### config.mk
export PLATFORM = sky130hd
export DESIGN_NAME = sensor_packet_deframer
export DESIGN_NICKNAME = d
export VERILOG_FILES = /design/src/rtl/core/spd_pkg.sv /design/src/rtl/core/spd_front.sv /design/src/rtl/core/spd_fifo.sv /design/src/rtl/core/spd_back.sv /design/src/rtl/core/sensor_packet_deframer.sv
export SDC_FILE = /design/constraint.sdc
export NUM_CORES = 2
export LEC_CHECK = 0
export BUFFER_PORTS_ARGS = -buffer_cell sky130_fd_sc_hd__buf_2
export CAP_MARGIN = 30
export CORE_AREA = 4 4 366 368
export DETAILED_ROUTE_END_ITERATION = 12
export DIE_AREA = 0 0 370 372
export PLACE_DENSITY = 0.71
export SLEW_MARGIN = 5
export SYNTH_ARGS = -nofsm -noshare
export SYNTH_HDL_FRONTEND = slang
export SYNTH_SLANG_ARGS = --single-unit
### constraint.sdc
create_clock -name aclk -period 7.6 [get_ports aclk]
set_input_delay 0.76 -clock aclk [delete_from_list [all_inputs] [get_ports aclk]]
set_output_delay 0.76 -clock aclk [all_outputs]
set_load 0.01 [all_outputs]
### src/rtl/core/spd_pkg.sv
// shared types, constants and the crc byte function for the sensor packet deframer
// no dependencies
package spd_pkg;

    localparam int HEADER_BYTES = 24;
    localparam int FIFO_DEPTH   = 4;
    localparam int POS_W        = 17;

    localparam logic [POS_W-1:0] POS_SAT      = {POS_W{1'b1}};
    localparam logic [POS_W-1:0] POS_HDR_END  = POS_W'(HEADER_BYTES);
    localparam logic [POS_W-1:0] POS_CRC_LAST = POS_W'(HEADER_BYTES + 1);
    localparam logic [POS_W-1:0] POS_MIN_LEN  = POS_W'(HEADER_BYTES + 2);
    localparam logic [POS_W-1:0] POS_FIELDS   = POS_W'(16);

    localparam logic [15:0] CRC_INIT = 16'hFFFF;
    localparam logic [15:0] CRC_POLY = 16'h1021;
    localparam logic [15:0] CRC_MSB  = 16'h8000;

    localparam logic [1:0] KIND_DATA   = 2'd0;
    localparam logic [1:0] KIND_ENTRY  = 2'd1;
    localparam logic [1:0] KIND_STATUS = 2'd2;

    localparam logic [1:0] ST_VALID     = 2'd0;
    localparam logic [1:0] ST_SHORT     = 2'd1;
    localparam logic [1:0] ST_BAD_HDR   = 2'd2;
    localparam logic [1:0] ST_TRUNCATED = 2'd3;

    localparam logic [2:0] PH_TYPE  = 3'd0;
    localparam logic [2:0] PH_ID    = 3'd1;
    localparam logic [2:0] PH_SIZE1 = 3'd2;
    localparam logic [2:0] PH_SIZE0 = 3'd3;
    localparam logic [2:0] PH_DATA  = 3'd4;
    localparam logic [2:0] PH_STAMP = 3'd5;
    localparam logic [2:0] PH_QUAL  = 3'd6;

    localparam logic [1:0] REG_MAGIC   = 2'd0;
    localparam logic [1:0] REG_VERSION = 2'd1;
    localparam logic [1:0] REG_CRC_ON  = 2'd2;

    localparam int TDATA_W = 112;

    typedef struct packed {
        logic        length_mismatch;
        logic        sequence_error;
        logic        crc_error;
        logic [1:0]  status_code;
        logic [7:0]  quality;
        logic [15:0] length;
        logic [7:0]  dev_id;
        logic [7:0]  dev_type;
        logic [63:0] value;
        logic [1:0]  kind;
        logic        last;
    } result_t;

    typedef struct packed {
        result_t res0;
        result_t res1;
        logic    two;
    } record_t;

    function automatic logic [15:0] crc_byte(input logic [15:0] crc, input logic [7:0] b);
        logic [15:0] c;
        c = crc ^ {b, 8'h00};
        for (int i = 0; i < 8; i++) begin
            if ((c & CRC_MSB) != 16'h0000) begin
                c = {c[14:0], 1'b0} ^ CRC_POLY;
            end else begin
                c = {c[14:0], 1'b0};
            end
        end
        return c;
    endfunction

endpackage

### src/rtl/core/spd_front.sv
// front part: byte parser, crc, header checks, entry walk and result building
// depends on spd_pkg
module spd_front (
    input  logic                 aclk,
    input  logic                 aresetn,
    input  logic                 byte_take,
    input  logic [7:0]           byte_value,
    input  logic                 final_byte,
    input  logic                 cfg_take,
    input  logic [1:0]           cfg_index,
    input  logic [31:0]          cfg_data,
    output logic                 rec_push,
    output spd_pkg::record_t     rec_data
);

    logic [31:0] magic_reg;
    logic [15:0] version_reg;
    logic        crc_on_reg;

    logic [16:0] pos_reg, pos_next;
    logic [15:0] crc_reg, crc_next;
    logic [63:0] hdr0_reg, hdr0_next;
    logic [63:0] hdr1_reg, hdr1_next;
    logic [15:0] rcrc_reg, rcrc_next;
    logic [2:0]  phase_reg, phase_next;
    logic [15:0] ecount_reg, ecount_next;
    logic [31:0] ef0_reg, ef0_next;
    logic [63:0] ef1_reg, ef1_next;
    logic [15:0] done_reg, done_next;
    logic [16:0] consumed_reg, consumed_next;
    logic [31:0] expseq_reg, expseq_next;
    logic        bad_reg, bad_next;
    logic        seqerr_reg, seqerr_next;

    logic [16:0] cons_amt;
    logic [17:0] cons_sum;
    logic [15:0] dsz;
    logic [15:0] hdr_count;
    logic [15:0] dsz_new;
    spd_pkg::result_t ent_res, stat_res;
    logic        ent_out;

    assign dsz       = ef0_reg[15:0];
    assign hdr_count = hdr1_reg[47:32];
    assign dsz_new   = {ef0_reg[15:8], byte_value};

    always_comb begin
        pos_next    = pos_reg;
        crc_next    = crc_reg;
        hdr0_next   = hdr0_reg;
        hdr1_next   = hdr1_reg;
        rcrc_next   = rcrc_reg;
        phase_next  = phase_reg;
        ecount_next = ecount_reg;
        ef0_next    = ef0_reg;
        ef1_next    = ef1_reg;
        done_next   = done_reg;
        expseq_next = expseq_reg;
        bad_next    = bad_reg;
        seqerr_next = seqerr_reg;
        cons_amt    = '0;
        ent_out     = 1'b0;
        ent_res     = '0;
        stat_res    = '0;

        if (pos_reg < spd_pkg::POS_HDR_END) begin
            crc_next = spd_pkg::crc_byte(crc_reg, byte_value);
            if (pos_reg < spd_pkg::POS_FIELDS) begin
                if (!pos_reg[3]) begin
                    hdr0_next = {hdr0_reg[55:0], byte_value};
                end else begin
                    hdr1_next = {hdr1_reg[55:0], byte_value};
                end
            end
        end else if (pos_reg < spd_pkg::POS_MIN_LEN) begin
            rcrc_next = {rcrc_reg[7:0], byte_value};
            if (pos_reg == spd_pkg::POS_CRC_LAST) begin
                bad_next = (hdr0_reg[63:32] != magic_reg) || (hdr0_reg[31:16] != version_reg);
                if (!bad_next) begin
                    if (expseq_reg == 32'd0) begin
                        expseq_next = hdr1_reg[31:0] + 32'd1;
                        seqerr_next = 1'b0;
                    end else if (hdr1_reg[31:0] == expseq_reg) begin
                        expseq_next = expseq_reg + 32'd1;
                        seqerr_next = 1'b0;
                    end else begin
                        seqerr_next = 1'b1;
                    end
                end
            end
        end else if (!bad_reg && (done_reg < hdr_count)) begin
            unique case (phase_reg)
                spd_pkg::PH_ID: begin
                    ef0_next   = ef0_reg | {8'h00, byte_value, 16'h0000};
                    cons_amt   = 17'd1;
                    phase_next = spd_pkg::PH_SIZE1;
                end
                spd_pkg::PH_SIZE1: begin
                    ef0_next   = ef0_reg | {16'h0000, byte_value, 8'h00};
                    phase_next = spd_pkg::PH_SIZE0;
                end
                spd_pkg::PH_SIZE0: begin
                    ef0_next    = ef0_reg | {24'h000000, byte_value};
                    cons_amt    = 17'd2;
                    ecount_next = '0;
                    ef1_next    = '0;
                    phase_next  = (dsz_new != 16'h0000) ? spd_pkg::PH_DATA : spd_pkg::PH_STAMP;
                end
                spd_pkg::PH_DATA: begin
                    ent_out           = 1'b1;
                    ent_res.kind      = spd_pkg::KIND_DATA;
                    ent_res.value     = {56'h0, byte_value};
                    ecount_next       = ecount_reg + 16'd1;
                    if (ecount_next == dsz) begin
                        cons_amt    = {1'b0, dsz};
                        ecount_next = '0;
                        phase_next  = spd_pkg::PH_STAMP;
                    end
                end
                spd_pkg::PH_STAMP: begin
                    ef1_next    = ef1_reg | ({56'h0, byte_value} << {ecount_reg[2:0], 3'b000});
                    ecount_next = ecount_reg + 16'd1;
                    if (ecount_next >= 16'd8) begin
                        cons_amt    = 17'd8;
                        ecount_next = '0;
                        phase_next  = spd_pkg::PH_QUAL;
                    end
                end
                spd_pkg::PH_QUAL: begin
                    cons_amt            = 17'd1;
                    ent_out             = 1'b1;
                    ent_res.kind        = spd_pkg::KIND_ENTRY;
                    ent_res.value       = ef1_reg;
                    ent_res.dev_type    = ef0_reg[31:24];
                    ent_res.dev_id      = ef0_reg[23:16];
                    ent_res.length      = dsz;
                    ent_res.quality     = byte_value;
                    done_next           = done_reg + 16'd1;
                    phase_next          = spd_pkg::PH_TYPE;
                    ecount_next         = '0;
                    ef0_next            = '0;
                    ef1_next            = '0;
                end
                default: begin
                    ef0_next   = {byte_value, 24'h000000};
                    ef1_next   = '0;
                    cons_amt   = 17'd1;
                    phase_next = spd_pkg::PH_ID;
                end
            endcase
        end

        cons_sum      = {1'b0, consumed_reg} + {1'b0, cons_amt};
        consumed_next = cons_sum[17] ? spd_pkg::POS_SAT : cons_sum[16:0];
        pos_next      = (pos_reg == spd_pkg::POS_SAT) ? pos_reg : pos_reg + 17'd1;

        stat_res.kind = spd_pkg::KIND_STATUS;
        stat_res.last = 1'b1;
        if (pos_next < spd_pkg::POS_MIN_LEN) begin
            stat_res.status_code = spd_pkg::ST_SHORT;
        end else begin
            stat_res.value       = {32'h0, hdr1_reg[31:0]};
            stat_res.dev_type    = hdr0_reg[15:8];
            stat_res.dev_id      = hdr0_reg[7:0];
            stat_res.length      = hdr_count;
            stat_res.crc_error   = crc_on_reg && (crc_next != rcrc_next);
            if (bad_next) begin
                stat_res.status_code = spd_pkg::ST_BAD_HDR;
            end else begin
                stat_res.status_code = (done_next < hdr_count) ?
                                       spd_pkg::ST_TRUNCATED : spd_pkg::ST_VALID;
                stat_res.sequence_error  = seqerr_next;
                stat_res.length_mismatch = consumed_next != {1'b0, hdr1_reg[63:48]};
            end
        end

        ent_res.last = !final_byte;

        if (final_byte) begin
            pos_next      = '0;
            crc_next      = spd_pkg::CRC_INIT;
            hdr0_next     = '0;
            hdr1_next     = '0;
            rcrc_next     = '0;
            phase_next    = spd_pkg::PH_TYPE;
            ecount_next   = '0;
            ef0_next      = '0;
            ef1_next      = '0;
            done_next     = '0;
            consumed_next = '0;
            bad_next      = 1'b0;
            seqerr_next   = 1'b0;
        end
    end

    always_comb begin
        rec_push = byte_take && (ent_out || final_byte);
        rec_data = '0;
        if (ent_out) begin
            rec_data.res0 = ent_res;
            rec_data.res1 = stat_res;
            rec_data.two  = final_byte;
        end else begin
            rec_data.res0 = stat_res;
        end
    end

    always_ff @(posedge aclk) begin
        if (!aresetn) begin
            magic_reg    <= '0;
            version_reg  <= '0;
            crc_on_reg   <= 1'b1;
            pos_reg      <= '0;
            crc_reg      <= spd_pkg::CRC_INIT;
            hdr0_reg     <= '0;
            hdr1_reg     <= '0;
            rcrc_reg     <= '0;
            phase_reg    <= spd_pkg::PH_TYPE;
            ecount_reg   <= '0;
            ef0_reg      <= '0;
            ef1_reg      <= '0;
            done_reg     <= '0;
            consumed_reg <= '0;
            expseq_reg   <= 32'd1;
            bad_reg      <= 1'b0;
            seqerr_reg   <= 1'b0;
        end else begin
            if (cfg_take) begin
                unique case (cfg_index)
                    spd_pkg::REG_MAGIC:   magic_reg   <= cfg_data;
                    spd_pkg::REG_VERSION: version_reg <= cfg_data[15:0];
                    spd_pkg::REG_CRC_ON:  crc_on_reg  <= cfg_data[0];
                    default: ;
                endcase
            end
            if (byte_take) begin
                pos_reg      <= pos_next;
                crc_reg      <= crc_next;
                hdr0_reg     <= hdr0_next;
                hdr1_reg     <= hdr1_next;
                rcrc_reg     <= rcrc_next;
                phase_reg    <= phase_next;
                ecount_reg   <= ecount_next;
                ef0_reg      <= ef0_next;
                ef1_reg      <= ef1_next;
                done_reg     <= done_next;
                consumed_reg <= consumed_next;
                expseq_reg   <= expseq_next;
                bad_reg      <= bad_next;
                seqerr_reg   <= seqerr_next;
            end
        end
    end

endmodule

### src/rtl/core/spd_fifo.sv
// short record queue between parser and output stage
// depends on spd_pkg
module spd_fifo #(
    parameter int DEPTH = spd_pkg::FIFO_DEPTH
) (
    input  logic             aclk,
    input  logic             aresetn,
    input  logic             push,
    input  spd_pkg::record_t push_data,
    output logic             full,
    input  logic             pop,
    output spd_pkg::record_t pop_data,
    output logic             empty
);

    localparam int AW = (DEPTH > 1) ? $clog2(DEPTH) : 1;
    localparam int CW = $clog2(DEPTH + 1);
    localparam logic [AW-1:0] LAST_ADDR = AW'(DEPTH - 1);
    localparam logic [CW-1:0] FULL_CNT  = CW'(DEPTH);

    spd_pkg::record_t mem [DEPTH];
    logic [AW-1:0] wr_ptr_reg, rd_ptr_reg;
    logic [CW-1:0] count_reg;

    assign full     = count_reg == FULL_CNT;
    assign empty    = count_reg == '0;
    assign pop_data = mem[rd_ptr_reg];

    always_ff @(posedge aclk) begin
        if (push) begin
            mem[wr_ptr_reg] <= push_data;
        end
    end

    always_ff @(posedge aclk) begin
        if (!aresetn) begin
            wr_ptr_reg <= '0;
            rd_ptr_reg <= '0;
            count_reg  <= '0;
        end else begin
            if (push) begin
                wr_ptr_reg <= (wr_ptr_reg == LAST_ADDR) ? '0 : wr_ptr_reg + AW'(1);
            end
            if (pop) begin
                rd_ptr_reg <= (rd_ptr_reg == LAST_ADDR) ? '0 : rd_ptr_reg + AW'(1);
            end
            if (push && !pop) begin
                count_reg <= count_reg + CW'(1);
            end else if (pop && !push) begin
                count_reg <= count_reg - CW'(1);
            end
        end
    end

endmodule

### src/rtl/core/spd_back.sv
// back part: output register that plays one or two results of each record
// depends on spd_pkg
module spd_back (
    input  logic                        aclk,
    input  logic                        aresetn,
    input  logic                        empty,
    input  spd_pkg::record_t            pop_data,
    output logic                        pop,
    output logic                        m_tvalid,
    input  logic                        m_tready,
    output logic [spd_pkg::TDATA_W-1:0] m_tdata,
    output logic [1:0]                  m_tuser,
    output logic                        m_tlast
);

    spd_pkg::record_t rec_reg;
    logic             sel_reg;
    logic             vld_reg;
    spd_pkg::result_t cur;
    logic             finishing;
    logic             load;

    assign cur       = sel_reg ? rec_reg.res1 : rec_reg.res0;
    assign finishing = vld_reg && m_tready && (sel_reg || !rec_reg.two);
    assign load      = !vld_reg || finishing;
    assign pop       = load && !empty;

    assign m_tvalid = vld_reg;
    assign m_tuser  = cur.kind;
    assign m_tlast  = cur.last;
    assign m_tdata  = {3'b000, cur.length_mismatch, cur.sequence_error, cur.crc_error,
                       cur.status_code, cur.quality, cur.length, cur.dev_id,
                       cur.dev_type, cur.value};

    always_ff @(posedge aclk) begin
        if (load) begin
            rec_reg <= pop_data;
        end
    end

    always_ff @(posedge aclk) begin
        if (!aresetn) begin
            vld_reg <= 1'b0;
            sel_reg <= 1'b0;
        end else if (load) begin
            vld_reg <= !empty;
            sel_reg <= 1'b0;
        end else if (vld_reg && m_tready) begin
            sel_reg <= 1'b1;
        end
    end

endmodule

### src/rtl/core/sensor_packet_deframer.sv
// top level of the sensor packet deframer: parser, record queue and output stage
// depends on spd_pkg, spd_front, spd_fifo, spd_back
//
// Takes one packet byte per cycle while s_tready is high, with no gaps needed: the parser updates
// the header crc, the header checks and the entry walk in the cycle a byte is accepted and queues
// one record per byte that yields results. A record usually carries one result; a final byte
// that also yields a data byte or an entry result carries two, which the output stage plays one
// after the other. s_tready drops only when the record queue (FIFO_DEPTH records) is full, so
// sustained rate is one byte per clock as long as m_tready stays high and no such final byte
// holds the output for its second result. Configuration writes are taken at any time (cfg_ready
// is always high) and are meant for idle periods between packets.
module sensor_packet_deframer #(
    parameter int FIFO_DEPTH = spd_pkg::FIFO_DEPTH
) (
    input  logic                        aclk,
    input  logic                        aresetn,
    input  logic                        s_tvalid,
    output logic                        s_tready,
    input  logic [7:0]                  s_tdata,   // byte_value
    input  logic                        s_tlast,
    output logic                        m_tvalid,
    input  logic                        m_tready,
    // value, entry type, entry id, length, quality, status_code, crc_error,
    // sequence_error, length_mismatch, zero pad
    output logic [spd_pkg::TDATA_W-1:0] m_tdata,
    output logic [1:0]                  m_tuser,   // kind
    output logic                        m_tlast,
    input  logic                        cfg_valid,
    output logic                        cfg_ready,
    input  logic [1:0]                  cfg_index,
    input  logic [31:0]                 cfg_data
);

    logic             full, empty, pop, rec_push;
    spd_pkg::record_t rec_data, pop_data;

    assign s_tready  = !full;
    assign cfg_ready = 1'b1;

    spd_front u_front (
        .aclk       (aclk),
        .aresetn    (aresetn),
        .byte_take  (s_tvalid && s_tready),
        .byte_value (s_tdata),
        .final_byte (s_tlast),
        .cfg_take   (cfg_valid && cfg_ready),
        .cfg_index  (cfg_index),
        .cfg_data   (cfg_data),
        .rec_push   (rec_push),
        .rec_data   (rec_data)
    );

    spd_fifo #(.DEPTH(FIFO_DEPTH)) u_fifo (
        .aclk      (aclk),
        .aresetn   (aresetn),
        .push      (rec_push),
        .push_data (rec_data),
        .full      (full),
        .pop       (pop),
        .pop_data  (pop_data),
        .empty     (empty)
    );

    spd_back u_back (
        .aclk     (aclk),
        .aresetn  (aresetn),
        .empty    (empty),
        .pop_data (pop_data),
        .pop      (pop),
        .m_tvalid (m_tvalid),
        .m_tready (m_tready),
        .m_tdata  (m_tdata),
        .m_tuser  (m_tuser),
        .m_tlast  (m_tlast)
    );

endmodule

==> flow_metrics.tcl <==
set metrics [dict create \
    status "completed" \
    ys_warn_count 0 \
    drc 0 \
    cap_violations 0 \
    core_sq_um 131000 \
    area_growth_pct 13.2 \
    ys_types 88 \
    clk_pin_slew_worst_paths_ns 0.07 \
    drtIter0Drc 3678 \
    cts.sinks 1332 \
    cts-hold-fix-buffers 0 \
    netlist_instances 4177 \
    fp-row-count 133 \
    wl_met2_microns 68100 \
    arrival_ns 7.25 \
    routedLengthMet1_microns 58900 \
    required_ns 8.05 \
    wl_microns 141000 \
    dp_cells 5869 \
    grt_pass1_wl_microns 213000 \
    fp.dieH_microns 372 \
    ys_async_sr_fraction 0 \
    fmax_ghz 0.147 \
    ioPinCount 166 \
    via_per_inst 5.76 \
    die_area_sq_um 138000 \
    dp_hpwl_microns 85600 \
    slew-limit-headroom 0.332 \
    fin_crit_ns 6.80 \
    grt_pass1_vias 34700 \
    gr-total-overflow 0 \
    cp_slowest_cell "dfxtp_1" \
    via_count 35300 \
    post_cts_buffers 0 \
    worstPathCellList "ha_1, nand4_1, nor4_2, xor2_1, o22a_1, a2111oi_0, and4bb_2, nor3b_1, buf_4, and2_1, ha_1, a211oi_1, o211ai_1, a2111oi_2, nor2_1, o311ai_0, buf_4, or4b_2, nand3_1, a21boi_0" \
    max_stage_delay_ns 0.65 \
    portBuffers 161 \
    finalMaxSlewViolations 0 \
    final_antenna_net_count 0 \
    gp_congestion 0.926 \
    cp-start-kind "flop" \
    wl_per_cell_microns 23.0 \
    finalCritPeriodShare 0.894 \
    clockBufferDepth 3 \
    cts_max_level 4 \
    setup-tns-final_ns 0 \
    syn_area_sq_um 56000 \
    clkLatencyLatePin_ns 0.75 \
    skew_ns 0.0336 \
    synth_ff_type "edfxtp_1" \
    rsz0062_at_grt "no" \
    ys_ff_latch 1332 \
    cts_tree "built" \
    synth_seq_area_share 0.640 \
    crit_type "flop to flop" \
    worstMarginPinSlew_ns 0.994 \
    setup_viol 0 \
    grt_max_degree 180 \
    power_density_nw_per_um2 295 \
    synth_edf_count 915 \
    hold_viol 0 \
    start_util 0.428 \
    worst_hold_path_type "input port to flop" \
    wl_met3_microns 9300 \
    peakVddDrop_mv 0.250 \
    die_w_microns 370 \
    end_kind "flop" \
    nets 4366 \
    crit_fanout 13 \
    drive_gt1_frac 0.173 \
    grtUsageTotal 0.201 \
    cts_root_buf "clkbuf_16" \
    cts_buffers 137 \
    first_pass_iters 6 \
    largest_reg_flops 732 \
    p_leak_nw 20.9 \
    avgSynthCellArea_sq_um 13.4 \
    antenna_found_initial 7 \
    instances_no_fill 6131 \
    utilization 0.485 \
    topRoutingLayerUsed "met5" \
]
==> final timing paths <==
| kind | start | endpoint | slack (ns) | depth (start not counted) |
|---|---|---|---|---|
| max | u_front.ecount_reg[0] | u_fifo.mem[3][112] | 0.80 | 20 |
| min | cfg_data[17] | u_front.magic_reg[17] | 0.24 | 3 |
| max reg2reg | u_front.ecount_reg[0] | u_fifo.mem[3][112] | 0.80 | 20 |
| min reg2reg | u_front.ef1_reg[57] | u_front.ef1_reg[57] | 0.46 | 2 |
==> cells in the final DEF, fill, tap and decap left out, types with 68 or more instances in the layout <==
| master | netlist | routed |
|---|---|---|
| dfxtp_1 | 417 | 414 |
| and3_1 | 70 | 68 |
| and2_1 | 75 | 71 |
| nand2_1 | 250 | 247 |
| a22oi_1 | 158 | 158 |
| a21oi_1 | 227 | 227 |
| o21ai_0 | 104 | 104 |
| xnor2_1 | 152 | 152 |
| clkbuf_16 | 0 | 138 |
| a31oi_1 | 77 | 77 |
| mux2_2 | 76 | 76 |
| edfxtp_1 | 915 | 915 |
| nor2_1 | 375 | 371 |
| mux4_2 | 183 | 183 |
| buf_2 | 15 | 161 |
==> critical path, delay by kind of cell, from the launching register on <==
kind                       cells  cell delay, ns
AOI/OAI and AO/OA              7            2.21
and+or+nand+nor                8            2.41
buffers and inverters          2            0.43
adders and majority gates      2            0.68
xor gates and xnor gates       1            0.12
DFF                            1            0.65
==> final cells by class <==
type	count	area (sq um)
Antenna cell	3	7.51
Clock buffer	188	3780
Timing Repair Buffer	237	1610
Fill cell	11200	67400
Clock inverter	66	811
Tap cell	1755	2200
Inverter	43	169
Multi-Input combinational cell	2507	19000
Sequential cell	1332	35800
==> synthesized netlist by cell type (27+ instances only) <==
cell,n,area (sq um)
o211ai_1,28,210
a22oi_1,158,1190
nand4_1,51,319
a31oi_1,77,482
ha_1,58,726
a21o_1,27,203
nor2_1,375,1410
mux2_2,76,856
buf_1,48,180
nand3_1,57,285
a22o_1,42,368
and2_1,75,469
mux2i_1,45,450
dfxtp_1,417,8350
clkbuf_1,225,845
edfxtp_1,915,27500
nor2b_1,52,325
nor3_1,66,330
and3_1,70,438
xor2_1,46,403
xnor2_1,152,1330
nand2_1,250,938
nor4_1,31,194
o21ai_0,104,521
mux4_2,183,4120
a211oi_1,31,233
inv_1,41,154
a21oi_1,227,1140
==> cell families after synthesis <==
logic type                 synth area share
DFF                                   0.640
and+or+nand+nor                       0.100
AOI/OAI and AO/OA                    0.0934
buffers and inverters                0.0238
muxes                                0.0969
xor gates and xnor gates             0.0322
adders and majority gates            0.0137
other                              0.000134
==> power breakdown <==
part | leakage [nW] | switching (W) | internal, W | total [W]
sequential | 11.5 | 0.000323 | 0.00862 | 0.00894
combinational | 7.16 | 0.00165 | 0.00133 | 0.00298
clock | 2.22 | 0.00288 | 0.00389 | 0.00677
==> through the flow <==
step | worst slack (ns) | power (W) | area, sq um | hold slack, ns
6_report | 0.802 | 0.0187 | 63400 | 0.238
5_1_grt | 0.154 | 0.0194 | 63400 | 0.207
4_1_cts | 0.412 | 0.0189 | 63300 | 0.173
3_5_place_dp | 0.459 | 0.0121 | 58700 | 0.446
3_3_place_gp | 0.398 | 0.0120 | 58600 | 0.438
2_1_floorplan | 0.335 | 0.0111 | 56000 | 0.429
==> timing repair <==
action / in CTS / in global routing
resized for setup: 0 / 3
setup endpoints to repair: 0 / 8
hold endpoints to repair: 0 / 0
==> per-layer routing <==
| metal | vias to the layer above | track usage |
|---|---|---|
| met5 | - | 0 |
| met4 | 6 | 0.0717 |
| met3 | 257 | 0.0312 |
| met2 | 1241 | 0.334 |
| met1 | 17800 | 0.269 |
| li1 | 16000 | - |
(Power assumes the default switching activity.)
